File: src/sv/stv_pkg.sv
// shared types, constants and helpers for the sample timestamp validator
package stv_pkg;

  localparam int unsigned StampW = 63;
  localparam int unsigned UsW    = 64;
  localparam int unsigned NowW   = 64;
  localparam int unsigned GenW   = 64;
  localparam int unsigned EventW = 4;
  localparam int unsigned CfgIdxW = 2;

  // largest microsecond stamp whose ns value fits in 63 bits
  localparam logic [UsW-1:0] MaxUs = 64'd9223372036854775;
  localparam logic [GenW-1:0] GenMax = '1;

  localparam logic [StampW-1:0] RestartMinRst = 63'd1000000000;
  localparam logic [StampW-1:0] LowEpochRst   = 63'd60000000000;
  localparam logic [StampW-1:0] StaleRst      = 63'd500000000;
  localparam logic [StampW-1:0] FutureRst     = 63'd100000000;

  typedef enum logic [CfgIdxW-1:0] {
    CFG_RESTART_MIN = 2'd0,
    CFG_LOW_EPOCH   = 2'd1,
    CFG_STALE       = 2'd2,
    CFG_FUTURE      = 2'd3
  } cfg_idx_e;

  typedef enum logic [EventW-1:0] {
    EV_ACCEPTED  = 4'd0,
    EV_BAD_NOW   = 4'd1,
    EV_BAD_CONV  = 4'd2,
    EV_EXHAUSTED = 4'd3,
    EV_DUPLICATE = 4'd4,
    EV_SMALL_REG = 4'd5,
    EV_RESTART   = 4'd6,
    EV_STALE     = 4'd7,
    EV_FUTURE    = 4'd8
  } event_e;

  // item class decided by the front end
  typedef enum logic [1:0] {
    KIND_OBSERVE  = 2'd0,
    KIND_CLEAR    = 2'd1,
    KIND_BAD_NOW  = 2'd2,
    KIND_BAD_CONV = 2'd3
  } kind_e;

  typedef struct packed {
    kind_e             kind;
    logic [StampW-1:0] ts_ns;
    logic [StampW-1:0] now_ns;
  } entry_t;

  typedef struct packed {
    logic [StampW-1:0] restart_min;
    logic [StampW-1:0] low_epoch;
    logic [StampW-1:0] stale;
    logic [StampW-1:0] future;
  } cfg_t;

  // times 1000 as 1024 - 16 - 8, by shifts and adds
  function automatic logic [StampW-1:0] mul1000(input logic [UsW-1:0] us);
    logic [UsW-1:0] prod;
    prod = (us << 10) - (us << 4) - (us << 3);
    return prod[StampW-1:0];
  endfunction

endpackage

File: src/sv/stv_in_if.sv
// input item channel
interface stv_in_if;
  logic                                    valid;
  logic                                    ready;
  logic                                    operation;
  logic        [stv_pkg::UsW-1:0]          stamp_us;
  logic signed [stv_pkg::NowW-1:0]         now_ns;

  modport source (output valid, operation, stamp_us, now_ns, input ready);
  modport sink   (input valid, operation, stamp_us, now_ns, output ready);
endinterface

File: src/sv/stv_out_if.sv
// result item channel
interface stv_out_if;
  logic                          valid;
  logic                          ready;
  logic                          accepted;
  logic [stv_pkg::GenW-1:0]      generation;
  logic [stv_pkg::EventW-1:0]    event_res;

  modport source (output valid, accepted, generation, event_res, input ready);
  modport sink   (input valid, accepted, generation, event_res, output ready);
endinterface

File: src/sv/stv_cfg_if.sv
// configuration write channel
interface stv_cfg_if;
  logic                          valid;
  logic                          ready;
  logic [stv_pkg::CfgIdxW-1:0]   reg_index;
  logic [stv_pkg::StampW-1:0]    data;

  modport source (output valid, reg_index, data, input ready);
  modport sink   (input valid, reg_index, data, output ready);
endinterface

File: src/sv/stv_front.sv
// front end: classifies an input item and converts its stamp to ns
module stv_front (
  input  logic                          operation_i,
  input  logic        [stv_pkg::UsW-1:0]  stamp_us_i,
  input  logic signed [stv_pkg::NowW-1:0] now_ns_i,
  output stv_pkg::entry_t               entry_o
);

  logic bad_now;
  logic bad_conv;

  assign bad_now  = now_ns_i[stv_pkg::NowW-1] || (now_ns_i == '0);
  assign bad_conv = (stamp_us_i == '0) || (stamp_us_i > stv_pkg::MaxUs);

  always_comb begin
    entry_o.ts_ns  = stv_pkg::mul1000(stamp_us_i);
    entry_o.now_ns = now_ns_i[stv_pkg::StampW-1:0];
    if (operation_i) begin
      entry_o.kind = stv_pkg::KIND_CLEAR;
    end else if (bad_now) begin
      entry_o.kind = stv_pkg::KIND_BAD_NOW;
    end else if (bad_conv) begin
      entry_o.kind = stv_pkg::KIND_BAD_CONV;
    end else begin
      entry_o.kind = stv_pkg::KIND_OBSERVE;
    end
  end

endmodule

File: src/sv/stv_queue.sv
// two-entry queue between front end and back end
module stv_queue (
  input  logic            clk_i,
  input  logic            rst_ni,
  input  logic            push_valid_i,
  output logic            push_ready_o,
  input  stv_pkg::entry_t push_entry_i,
  output logic            pop_valid_o,
  input  logic            pop_ready_i,
  output stv_pkg::entry_t pop_entry_o
);

  stv_pkg::entry_t mem_q [2];
  logic            wr_ptr_q, wr_ptr_d;
  logic            rd_ptr_q, rd_ptr_d;
  logic [1:0]      count_q, count_d;
  logic            push;
  logic            pop;

  assign push_ready_o = (count_q != 2'd2);
  assign pop_valid_o  = (count_q != 2'd0);
  assign pop_entry_o  = mem_q[rd_ptr_q];
  assign push = push_valid_i && push_ready_o;
  assign pop  = pop_valid_o && pop_ready_i;

  always_comb begin
    wr_ptr_d = push ? ~wr_ptr_q : wr_ptr_q;
    rd_ptr_d = pop ? ~rd_ptr_q : rd_ptr_q;
    count_d  = count_q + {1'b0, push} - {1'b0, pop};
  end

  always_ff @(posedge clk_i or negedge rst_ni) begin
    if (!rst_ni) begin
      wr_ptr_q <= 1'b0;
      rd_ptr_q <= 1'b0;
      count_q  <= 2'd0;
    end else begin
      wr_ptr_q <= wr_ptr_d;
      rd_ptr_q <= rd_ptr_d;
      count_q  <= count_d;
    end
  end

  always_ff @(posedge clk_i) begin
    if (push) begin
      mem_q[wr_ptr_q] <= push_entry_i;
    end
  end

endmodule

File: src/sv/stv_back.sv
// back end: history and window checks, state update, output register
module stv_back (
  input  logic              clk_i,
  input  logic              rst_ni,
  input  stv_pkg::cfg_t     cfg_i,
  input  logic              q_valid_i,
  output logic              q_ready_o,
  input  stv_pkg::entry_t   q_entry_i,
  stv_out_if.source         out_o
);

  logic [stv_pkg::StampW-1:0] last_q, last_d;
  logic                       have_q, have_d;
  logic [stv_pkg::GenW-1:0]   gen_q, gen_d;
  logic                       out_valid_q, out_valid_d;
  logic                       out_acc_q;
  logic [stv_pkg::GenW-1:0]   out_gen_q;
  stv_pkg::event_e            out_ev_q;

  logic                       pop;
  logic                       emit;
  logic                       acc;
  stv_pkg::event_e            ev;
  logic [stv_pkg::StampW-1:0] ts;
  logic [stv_pkg::StampW-1:0] now;
  logic [stv_pkg::StampW-1:0] back_amt;
  logic [stv_pkg::StampW-1:0] age;
  logic [stv_pkg::StampW-1:0] lead;
  logic                       restart;
  logic                       stale;
  logic                       future;

  assign ts  = q_entry_i.ts_ns;
  assign now = q_entry_i.now_ns;

  // all differences in parallel, each followed by one compare
  assign back_amt = last_q - ts;
  assign age      = now - ts;
  assign lead     = ts - now;
  assign restart  = (back_amt >= cfg_i.restart_min) && (last_q > cfg_i.low_epoch)
                    && (ts <= cfg_i.low_epoch);
  assign stale    = (now > ts) && (age > cfg_i.stale);
  assign future   = (ts > now) && (lead > cfg_i.future);

  // a clear needs no output slot
  assign q_ready_o = (q_entry_i.kind == stv_pkg::KIND_CLEAR) || !out_valid_q || out_o.ready;
  assign pop = q_valid_i && q_ready_o;

  always_comb begin
    last_d = last_q;
    have_d = have_q;
    gen_d  = gen_q;
    emit   = 1'b0;
    acc    = 1'b0;
    ev     = stv_pkg::EV_ACCEPTED;
    if (pop) begin
      unique case (q_entry_i.kind)
        stv_pkg::KIND_CLEAR: begin
          have_d = 1'b0;
          if (gen_q != stv_pkg::GenMax) begin
            gen_d = gen_q + 1'b1;
          end
        end
        stv_pkg::KIND_BAD_NOW: begin
          emit = 1'b1;
          ev   = stv_pkg::EV_BAD_NOW;
        end
        stv_pkg::KIND_BAD_CONV: begin
          emit = 1'b1;
          ev   = stv_pkg::EV_BAD_CONV;
        end
        stv_pkg::KIND_OBSERVE: begin
          emit = 1'b1;
          if (have_q && (ts <= last_q)) begin
            if (ts == last_q) begin
              ev = stv_pkg::EV_DUPLICATE;
            end else if (restart) begin
              if (gen_q == stv_pkg::GenMax) begin
                ev = stv_pkg::EV_EXHAUSTED;
              end else begin
                gen_d  = gen_q + 1'b1;
                last_d = ts;
                acc    = 1'b1;
                ev     = stv_pkg::EV_RESTART;
              end
            end else begin
              ev = stv_pkg::EV_SMALL_REG;
            end
          end else if (stale) begin
            ev = stv_pkg::EV_STALE;
          end else if (future) begin
            ev = stv_pkg::EV_FUTURE;
          end else begin
            last_d = ts;
            have_d = 1'b1;
            acc    = 1'b1;
          end
        end
        default: begin
          emit = 1'b0;
        end
      endcase
    end
  end

  always_comb begin
    if (emit) begin
      out_valid_d = 1'b1;
    end else if (out_o.ready) begin
      out_valid_d = 1'b0;
    end else begin
      out_valid_d = out_valid_q;
    end
  end

  always_ff @(posedge clk_i or negedge rst_ni) begin
    if (!rst_ni) begin
      have_q      <= 1'b0;
      gen_q       <= '0;
      out_valid_q <= 1'b0;
    end else begin
      have_q      <= have_d;
      gen_q       <= gen_d;
      out_valid_q <= out_valid_d;
    end
  end

  always_ff @(posedge clk_i) begin
    last_q <= last_d;
    if (emit) begin
      out_acc_q <= acc;
      out_gen_q <= gen_d;
      out_ev_q  <= ev;
    end
  end

  assign out_o.valid      = out_valid_q;
  assign out_o.accepted   = out_acc_q;
  assign out_o.generation = out_gen_q;
  assign out_o.event_res  = out_ev_q;

endmodule

File: src/sv/sample_timestamp_validator_top.sv
// sample timestamp validator: front end, queue, back end and config registers
// path: each item is held in the queue; its result is then held in the output register
// throughput: one item per cycle unless output stalls; compares feed the state update
// a clear item gives no result and passes the back end even while the output waits
// reset: async active low; empties the queue and output, forgets the last stamp,
// zeroes the generation and loads the default window and restart limits
module sample_timestamp_validator_top (
  input  logic       clk_i,
  input  logic       rst_ni,
  stv_in_if.sink     in_ch_i,
  stv_out_if.source  out_ch_o,
  stv_cfg_if.sink    cfg_ch_i
);

  stv_pkg::cfg_t   cfg_q;
  stv_pkg::entry_t front_entry;
  stv_pkg::entry_t q_entry;
  logic            q_valid;
  logic            q_ready;

  // config writes are always taken
  assign cfg_ch_i.ready = 1'b1;

  always_ff @(posedge clk_i or negedge rst_ni) begin
    if (!rst_ni) begin
      cfg_q.restart_min <= stv_pkg::RestartMinRst;
      cfg_q.low_epoch   <= stv_pkg::LowEpochRst;
      cfg_q.stale       <= stv_pkg::StaleRst;
      cfg_q.future      <= stv_pkg::FutureRst;
    end else if (cfg_ch_i.valid) begin
      unique case (stv_pkg::cfg_idx_e'(cfg_ch_i.reg_index))
        stv_pkg::CFG_RESTART_MIN: cfg_q.restart_min <= cfg_ch_i.data;
        stv_pkg::CFG_LOW_EPOCH:   cfg_q.low_epoch   <= cfg_ch_i.data;
        stv_pkg::CFG_STALE:       cfg_q.stale       <= cfg_ch_i.data;
        stv_pkg::CFG_FUTURE:      cfg_q.future      <= cfg_ch_i.data;
        default:                  cfg_q             <= cfg_q;
      endcase
    end
  end

  // classify and convert to ns before queueing
  stv_front u_front (
    .operation_i    (in_ch_i.operation),
    .stamp_us_i     (in_ch_i.stamp_us),
    .now_ns_i       (in_ch_i.now_ns),
    .entry_o        (front_entry)
  );

  // the queue decouples input transfers from output stalls
  stv_queue u_queue (
    .clk_i        (clk_i),
    .rst_ni       (rst_ni),
    .push_valid_i (in_ch_i.valid),
    .push_ready_o (in_ch_i.ready),
    .push_entry_i (front_entry),
    .pop_valid_o  (q_valid),
    .pop_ready_i  (q_ready),
    .pop_entry_o  (q_entry)
  );

  // history state and result register
  stv_back u_back (
    .clk_i     (clk_i),
    .rst_ni    (rst_ni),
    .cfg_i     (cfg_q),
    .q_valid_i (q_valid),
    .q_ready_o (q_ready),
    .q_entry_i (q_entry),
    .out_o     (out_ch_o)
  );

endmodule

File: src/flat_wrapper.sv
// flat-port wrapper written by rule: the top's interface ports become plain ports
module sample_timestamp_validator_top_flat 
  (clk_i, rst_ni, in_ch_i_valid, in_ch_i_operation, in_ch_i_stamp_us, in_ch_i_now_ns, in_ch_i_ready, out_ch_o_valid, out_ch_o_accepted, out_ch_o_generation, out_ch_o_event_res, out_ch_o_ready, cfg_ch_i_valid, cfg_ch_i_reg_index, cfg_ch_i_data, cfg_ch_i_ready);
  stv_in_if in_ch_i_i ();
  stv_out_if out_ch_o_i ();
  stv_cfg_if cfg_ch_i_i ();
  input  logic clk_i;
  input  logic rst_ni;
  input wire logic [$bits(in_ch_i_i.valid)-1:0] in_ch_i_valid;
  input wire logic [$bits(in_ch_i_i.operation)-1:0] in_ch_i_operation;
  input wire logic [$bits(in_ch_i_i.stamp_us)-1:0] in_ch_i_stamp_us;
  input wire logic [$bits(in_ch_i_i.now_ns)-1:0] in_ch_i_now_ns;
  output wire logic [$bits(in_ch_i_i.ready)-1:0] in_ch_i_ready;
  output wire logic [$bits(out_ch_o_i.valid)-1:0] out_ch_o_valid;
  output wire logic [$bits(out_ch_o_i.accepted)-1:0] out_ch_o_accepted;
  output wire logic [$bits(out_ch_o_i.generation)-1:0] out_ch_o_generation;
  output wire logic [$bits(out_ch_o_i.event_res)-1:0] out_ch_o_event_res;
  input wire logic [$bits(out_ch_o_i.ready)-1:0] out_ch_o_ready;
  input wire logic [$bits(cfg_ch_i_i.valid)-1:0] cfg_ch_i_valid;
  input wire logic [$bits(cfg_ch_i_i.reg_index)-1:0] cfg_ch_i_reg_index;
  input wire logic [$bits(cfg_ch_i_i.data)-1:0] cfg_ch_i_data;
  output wire logic [$bits(cfg_ch_i_i.ready)-1:0] cfg_ch_i_ready;
  assign in_ch_i_i.valid = in_ch_i_valid;
  assign in_ch_i_i.operation = in_ch_i_operation;
  assign in_ch_i_i.stamp_us = in_ch_i_stamp_us;
  assign in_ch_i_i.now_ns = in_ch_i_now_ns;
  assign in_ch_i_ready = in_ch_i_i.ready;
  assign out_ch_o_valid = out_ch_o_i.valid;
  assign out_ch_o_accepted = out_ch_o_i.accepted;
  assign out_ch_o_generation = out_ch_o_i.generation;
  assign out_ch_o_event_res = out_ch_o_i.event_res;
  assign out_ch_o_i.ready = out_ch_o_ready;
  assign cfg_ch_i_i.valid = cfg_ch_i_valid;
  assign cfg_ch_i_i.reg_index = cfg_ch_i_reg_index;
  assign cfg_ch_i_i.data = cfg_ch_i_data;
  assign cfg_ch_i_ready = cfg_ch_i_i.ready;
  sample_timestamp_validator_top u_core (.clk_i(clk_i), .rst_ni(rst_ni), .in_ch_i(in_ch_i_i), .out_ch_o(out_ch_o_i), .cfg_ch_i(cfg_ch_i_i));
endmodule
File: config.mk
export PLATFORM = sky130hd
export DESIGN_NAME = sample_timestamp_validator_top_flat
export DESIGN_NICKNAME = d
export VERILOG_FILES = /design/src/sv/stv_pkg.sv /design/src/sv/stv_in_if.sv /design/src/sv/stv_out_if.sv /design/src/sv/stv_cfg_if.sv /design/src/sv/stv_front.sv /design/src/sv/stv_queue.sv /design/src/sv/stv_back.sv /design/src/sv/sample_timestamp_validator_top.sv /design/src/flat_wrapper.sv
export SDC_FILE = /design/constraint.sdc
export NUM_CORES = 2
export LEC_CHECK = 0
export BUFFER_PORTS_ARGS = -buffer_cell sky130_fd_sc_hd__buf_4
export CAP_MARGIN = 20
export CORE_ASPECT_RATIO = 2
export CORE_UTILIZATION = 50
export CTS_CLUSTER_SIZE = 16
export DETAILED_ROUTE_END_ITERATION = 6
export GPL_ROUTABILITY_DRIVEN = 0
export HOLD_SLACK_MARGIN = 0.05
export PLACE_DENSITY = 0.69
export SLEW_MARGIN = 5
export SYNTH_ARGS = -nofsm -noshare
export SYNTH_HDL_FRONTEND = slang
export SYNTH_SLANG_ARGS = --single-unit
File: constraint.sdc
create_clock -name clk_i -period 14.65 [get_ports clk_i]
set_clock_uncertainty 0.15 [all_clocks]
set_input_delay 2.93 -clock clk_i [delete_from_list [all_inputs] [get_ports clk_i]]
set_output_delay 2.93 -clock clk_i [all_outputs]
set_load 0.1 [all_outputs]
* Word level (Yosys, flattened, before mapping)
Memories as Yosys holds them, arrays and structs flattened.
Cells that the tools add are included.
** Operators by class
- Bitwise gates (word level) :: 2
- Reductions and logical operators :: 27
- Order comparisons :: 9
- Multiplexer cells :: 39
- Add/sub/neg operators :: 8
- Equal/unequal tests :: 18
** Operators by type and width (count)
- 64-bit 2-to-1 mux :: 6
- 63-bit 2-to-1 mux :: 6
- 63-bit > comparator :: 5
- 63-bit subtractor :: 5
- 64-bit zero test :: 2
- 64-bit one-hot mux with 2 select lines :: 1
- 63-bit <= comparator :: 2
- 64-bit by 1-bit adder with 64-bit output (second input constant) :: 1
- 64-bit equality test (second input constant) :: 1
- 64-bit by 54-bit > comparator with 1-bit output (second input constant) :: 1
- 64-bit != test (second input constant) :: 1
- 63-bit equality test :: 1
- 63-bit >= comparator :: 1
- 4-bit 2-to-1 mux :: 5
- 1-bit 2-to-1 mux :: 15
- 2-bit != test (second input constant) :: 7
- 4-bit one-hot mux with 3 select lines :: 1
- 2-bit AND reduction :: 5
- 2-bit equality test (second input constant) :: 4
- 1-bit logical AND :: 7
- 7-bit AND reduction :: 1
- 2-bit 2-to-1 mux :: 3
- 2-bit nonzero test :: 3
- 5-bit AND reduction :: 1
- other kinds (11) :: 18
** Storage, ports and cells
- Memories kept :: 1
- Register bits :: 454
- Memory bits (writable) :: 256
- Word-level logic and storage cells :: 118
- Output and inout port bits :: 72
** Memories
- u_core.u_queue.mem_q :: depth 2, bits a word 128, rd ports 1, clocked after Yosys merged registers in 0, write ports 1, RTL line stv_queue.sv:13 : stv_pkg::entry_t mem_q [2];

* Depth between registers and ports, before layout
An unclocked memory read counts as a cell.
- Depth after elaboration :: 10
- Depth in mapped cells :: 30
- Mapped depth without buffers :: 26

* Modules after synthesis
From an unflattened synthesis, not the netlist that was laid out.
** Second synthesis, totals
- Cells, all modules :: 5026
- Area total of the unflattened synthesis :: 51699.6 um^2
** Modules (own cells, without submodules)
- stv_back :: cells an instance 3203, instances 1, area each 26030.0 um^2
- sample_timestamp_validator_top :: cells an instance 537, instances 1, area each 9566.7 um^2
- stv_queue :: cells an instance 420, instances 1, area each 9459.1 um^2
- stv_front :: cells an instance 866, instances 1, area each 6643.9 um^2

* Worst setup path before layout
Ideal clock, no wire load.
- Path type :: register to register
- From :: register u_core.u_queue.rd_ptr_q
- To :: register u_core.u_back.last_q[10] in the netlist's numbering, enable pin
- Clock period less this slack :: 10386 ps
- Required time :: 13948 ps
- Data arrival time :: 9685 ps
- Setup slack :: 4264 ps
- Path buffers :: 3
- Cell stages (with the launch flop) :: 27
- Library setup time :: 552 ps
- Cells stage by stage :: dfrtp_1 -> buf_6 -> buf_2 -> buf_1 -> mux2i_1 -> inv_1 -> ha_1 -> o211ai_1 -> nand2_1 -> a21oi_1 -> o211ai_1 -> and4_1 -> nor2_2 -> o21ai_1 -> a2111oi_0 -> a211oi_1 -> a221oi_2 -> xnor2_1 -> ha_1 -> nand4_1 -> nor4_1 -> a41oi_1 -> nand3_1 -> a211o_1 -> o211a_1 -> a31oi_1 -> nor3_1
** RTL lines
- start: declaration :: RTL line stv_queue.sv:15 : logic rd_ptr_q, rd_ptr_d;
- start signal: assignment :: RTL line stv_queue.sv:39 : rd_ptr_q <= rd_ptr_d;
- end signal: assignment :: RTL line stv_back.sv:129 : last_q <= last_d;
- end: declaration :: RTL line stv_back.sv:12 : logic [stv_pkg::StampW-1:0] last_q, last_d;

* Worst setup path in the final report
- From :: register u_core.u_queue.rd_ptr_q
- To :: register u_core.u_back.last_q[3] in the netlist's numbering, enable pin
** Between the ends
- Word-level cells in the longest chain between the ends :: 7
- Elaborated cells on any way between the ends :: 28
- Classes of those cells :: add/sub (3); order compare (7); eq/ne (7); reduce/logical (10); memory (1)
** Ends and longest elaborated chain
- memory read 2 x 128 bit *
- 63-bit subtractor :: RTL line stv_back.sv:37 : assign back_amt = last_q - ts;
- 63-bit >= comparator :: RTL line stv_back.sv:40 : assign restart = (back_amt >= cfg_i.restart_min) && (last_q > cfg_i.low_epoch)
- 1-bit logical AND :: RTL line stv_back.sv:40
- 1-bit logical AND :: RTL line stv_back.sv:41 : && (ts <= cfg_i.low_epoch);
- 2-bit != test (no source line)
- 7-bit AND reduction (no source line) *
Mark *: on every way between the ends. The rest lies on a longest branch, timed or not.
A chain may end at the register's enable or synchronous reset.

==> impl_metrics.tcl <==
set metrics [dict create \
    cts-hold-fix-buffers 0 \
    finish.net_count 5982 \
    synth_enable_flop_cells 379 \
    floorplan.die_area_mm2 0.101 \
    postRouteAntennaNets 0 \
    critical_path_required_ns 14.82 \
    floorplan.io_pins 271 \
    routed-via-count 40000 \
    syn_to_final_growth_pct 11.4 \
    grt_pass1_vias 40900 \
    post-route-min-period_ns 10.25 \
    drc 1 \
    yosys_warnings 0 \
    netlist_top_cells_area "sky130_fd_sc_hd__edfxtp_1, sky130_fd_sc_hd__ha_1, sky130_fd_sc_hd__dfrtp_1" \
    tritoncts.num_buffers 67 \
    synth_async_sr_flop_share 0.459 \
    dp.final_hpwl_um 140000 \
    fin_crit_sh 0.699 \
    largest_net_degree_at_the_start_of_global_routing 159 \
    leading_cell_types_in_the_layout_fill_and_taps_excluded "sky130_fd_sc_hd__ha_1, sky130_fd_sc_hd__inv_1, sky130_fd_sc_hd__a21oi_1" \
    tritoncts_clock_tree "done" \
    floorplan.initialDensity 0.505 \
    dr.pass1.iters 7 \
    run_status "finished, violations left" \
    cts-resized-gates 0 \
    critPathKind "reg2reg" \
    grt.overflow.total 0 \
    core_region_area_mm2 0.0987 \
    synthCells 4906 \
    grt_antenna_before_repair 9 \
    dominantRegCellSynth "sky130_fd_sc_hd__edfxtp_1" \
    cts_max_path_buffers 3 \
    post_synth_num_cell_types 111 \
    maxCapViolations 0 \
    synth_area_leader_cell "sky130_fd_sc_hd__edfxtp_1" \
    worst-slew-pin-transition_ns 1.28 \
    setup_violations 0 \
    fin_setup_tns_ns 0 \
    unrepaired_setup_endpoints_after_global_routing "no" \
    critical_path.max_fanout 90 \
    worstSetupEndpointType "flop" \
    vias_per_cell 6.16 \
    die_w_um 225 \
    drt-wirelength-per-cell_um 27.5 \
    clkTransAtPathRegs_ns 0.07 \
    cts_htree_levels 3 \
    initialDrtViolationCount 2887 \
    first_pass_grt_wire_length_um 261000 \
    clock_latency_ns 0.69 \
    numClockSinks 701 \
    port_buffers 269 \
    synthesis.area_per_instance_um2 10.2 \
    grt_use_total 0.359 \
    postCtsSetupRepairBufs 0 \
    chipHeight_um 449 \
    timing_max_transition_violations_final 0 \
    layout-drive-gt1-share 0.143 \
    layout_commonest_cell "sky130_fd_sc_hd__ha_1" \
    setup.worst_path.start_class "flop" \
    core.rowCount 163 \
    synth-seq-area-share 0.391 \
    slew_headroom 0.141 \
    failing_checks "design-rule violations" \
    synth_top_cell_area_share 0.228 \
    syn_nets 5776 \
    worst_hold_path_type "reg2reg" \
    maximum_clock_frequency_mhz 97.6 \
    timing_hold_violations_final 0 \
    syn-cell-area_mm2 0.0499 \
    yosys_register_bits 701 \
    postRouteWirelength_um 178000 \
    root_buffer "sky130_fd_sc_hd__clkbuf_16" \
    worst-endpoint-arrival_ns 10.42 \
]
==> worst max-delay path: stages, from the launching register on <==
cell	delay (ns)
sky130_fd_sc_hd__dfrtp_4	0.89
sky130_fd_sc_hd__buf_12	0.54
sky130_fd_sc_hd__mux2i_1	0.35
sky130_fd_sc_hd__inv_1	0.07
sky130_fd_sc_hd__ha_1	0.45
sky130_fd_sc_hd__and2_4	0.20
sky130_fd_sc_hd__nand4_1	0.68
sky130_fd_sc_hd__nand3_2	0.39
sky130_fd_sc_hd__o211ai_2	0.20
sky130_fd_sc_hd__o2111ai_1	0.57
sky130_fd_sc_hd__a41o_1	0.40
sky130_fd_sc_hd__a21bo_2	0.28
sky130_fd_sc_hd__a21o_1	0.22
sky130_fd_sc_hd__nor2b_4	0.22
sky130_fd_sc_hd__nor2_1	0.10
sky130_fd_sc_hd__o311ai_0	0.50
sky130_fd_sc_hd__ha_1	0.23
sky130_fd_sc_hd__nand4_1	0.16
sky130_fd_sc_hd__nor4_1	0.59
sky130_fd_sc_hd__nand2_1	0.24
sky130_fd_sc_hd__nor3_1	0.77
sky130_fd_sc_hd__and4_1	0.43
sky130_fd_sc_hd__or4_4	0.25
sky130_fd_sc_hd__a22oi_2	0.09
sky130_fd_sc_hd__nor3_2	0.18
sky130_fd_sc_hd__buf_4	0.54
==> routing by layer <==
metal | part of all wire | vias up | global-route usage
met5 | 0.00037 | - | 0
met4 | 0.12 | 10 | 0.364
met3 | 0.067 | 775 | 0.0963
met2 | 0.50 | 1831 | 0.619
met1 | 0.31 | 19300 | 0.329
li1 | - | 18100 | -
==> registers in the layout, indices dropped and copies added, names as in the netlist <==
signal,count
u_core.u_back.last_q,60
u_core.u_back.out_o.accepted,1
u_core.cfg_q,252
u_core.u_queue.rd_ptr_q,1
u_core.u_back.out_o.valid,1
u_core.u_back.out_o.generation,64
u_core.u_back.out_o.event_res,4
u_core.u_queue.mem_q,250
u_core.u_queue.count_q,2
u_core.u_queue.wr_ptr_q,1
u_core.u_back.have_q,1
u_core.u_back.gen_q,64
==> synth_stat cells, types with 53 or more instances <==
| cell type | n |
|---|---|
| sky130_fd_sc_hd__a21o_1 | 180 |
| sky130_fd_sc_hd__a21oi_1 | 380 |
| sky130_fd_sc_hd__clkbuf_1 | 113 |
| sky130_fd_sc_hd__dfrtp_1 | 269 |
| sky130_fd_sc_hd__dfstp_2 | 53 |
| sky130_fd_sc_hd__edfxtp_1 | 379 |
| sky130_fd_sc_hd__ha_1 | 619 |
| sky130_fd_sc_hd__inv_1 | 504 |
| sky130_fd_sc_hd__mux2_2 | 196 |
| sky130_fd_sc_hd__mux2i_1 | 126 |
| sky130_fd_sc_hd__nand2_1 | 315 |
| sky130_fd_sc_hd__nand3_1 | 114 |
| sky130_fd_sc_hd__nand4_1 | 119 |
| sky130_fd_sc_hd__nor2_1 | 193 |
| sky130_fd_sc_hd__nor3_1 | 66 |
| sky130_fd_sc_hd__o21ai_0 | 253 |
| sky130_fd_sc_hd__xnor2_1 | 199 |
| sky130_fd_sc_hd__xor2_1 | 102 |
==> area by class of cell <==
type / instances / area [um2]
Tap cell: 1320 / 1650
Multi-Input combinational cell: 3535 / 27800
Inverter: 504 / 1890
Clock buffer: 85 / 1840
Sequential cell: 701 / 19500
Antenna cell: 7 / 17.5
Clock inverter: 39 / 483
Timing Repair Buffer: 303 / 2320
Fill cell: 8684 / 43200
==> cell families (layout without fill, tap and decap cells) <==
family                     count (synthesis)  count (layout)  synth area share
other                                      1               8         0.0000752
AOI/OAI and AO/OA                       1169            1169             0.149
muxes                                    322             322            0.0696
xor gates and xnor gates                 302             302            0.0532
and+or+nand+nor                         1070            1070             0.109
buffers and inverters                    670             931            0.0517
adders and majority gates                671             671             0.176
DFF                                      701             701             0.391
==> metrics by stage <==
stage | worst slack [ns] | cells | utilization | cell area (um2) | hold slack [ns]
5_1_grt | 4.40 | 6488 | 0.563 | 55500 | 0.350
4_1_cts | 5.02 | 6476 | 0.561 | 55400 | 0.331
6_report | 4.40 | 6494 | 0.563 | 55600 | 0.332
3_5_place_dp | 5.06 | 6352 | 0.538 | 53100 | 0.317
3_3_place_gp | 5.12 | 6352 | 0.538 | 53100 | 0.313
2_1_floorplan | 4.26 | 4906 | - | 49900 | 0.296
==> worst paths after layout <==
path,end,depth (start not counted),slack (ns),from
setup / recovery,u_core.u_back.last_q[3]$_DFFE_PP_,25,4.40,u_core.u_queue.rd_ptr_q$_DFFE_PN0P_
hold / removal,u_core.u_back.gen_q[42]$_DFF_PN0_,1,0.33,u_core.u_back.gen_q[42]$_DFF_PN0_
setup reg to reg,u_core.u_back.last_q[3]$_DFFE_PP_,25,4.40,u_core.u_queue.rd_ptr_q$_DFFE_PN0P_
hold reg to reg,u_core.u_back.gen_q[42]$_DFF_PN0_,1,0.33,u_core.u_back.gen_q[42]$_DFF_PN0_
max in group asynchronous,u_core.cfg_q[149]$_DFFE_PN0P_,3,10.36,rst_ni
min in group asynchronous,u_core.u_back.gen_q[9]$_DFF_PN0_,1,2.09,rst_ni
Power is not shown: default switching activity piles up to over one toggle a cycle in this logic, so the estimate is an artifact.
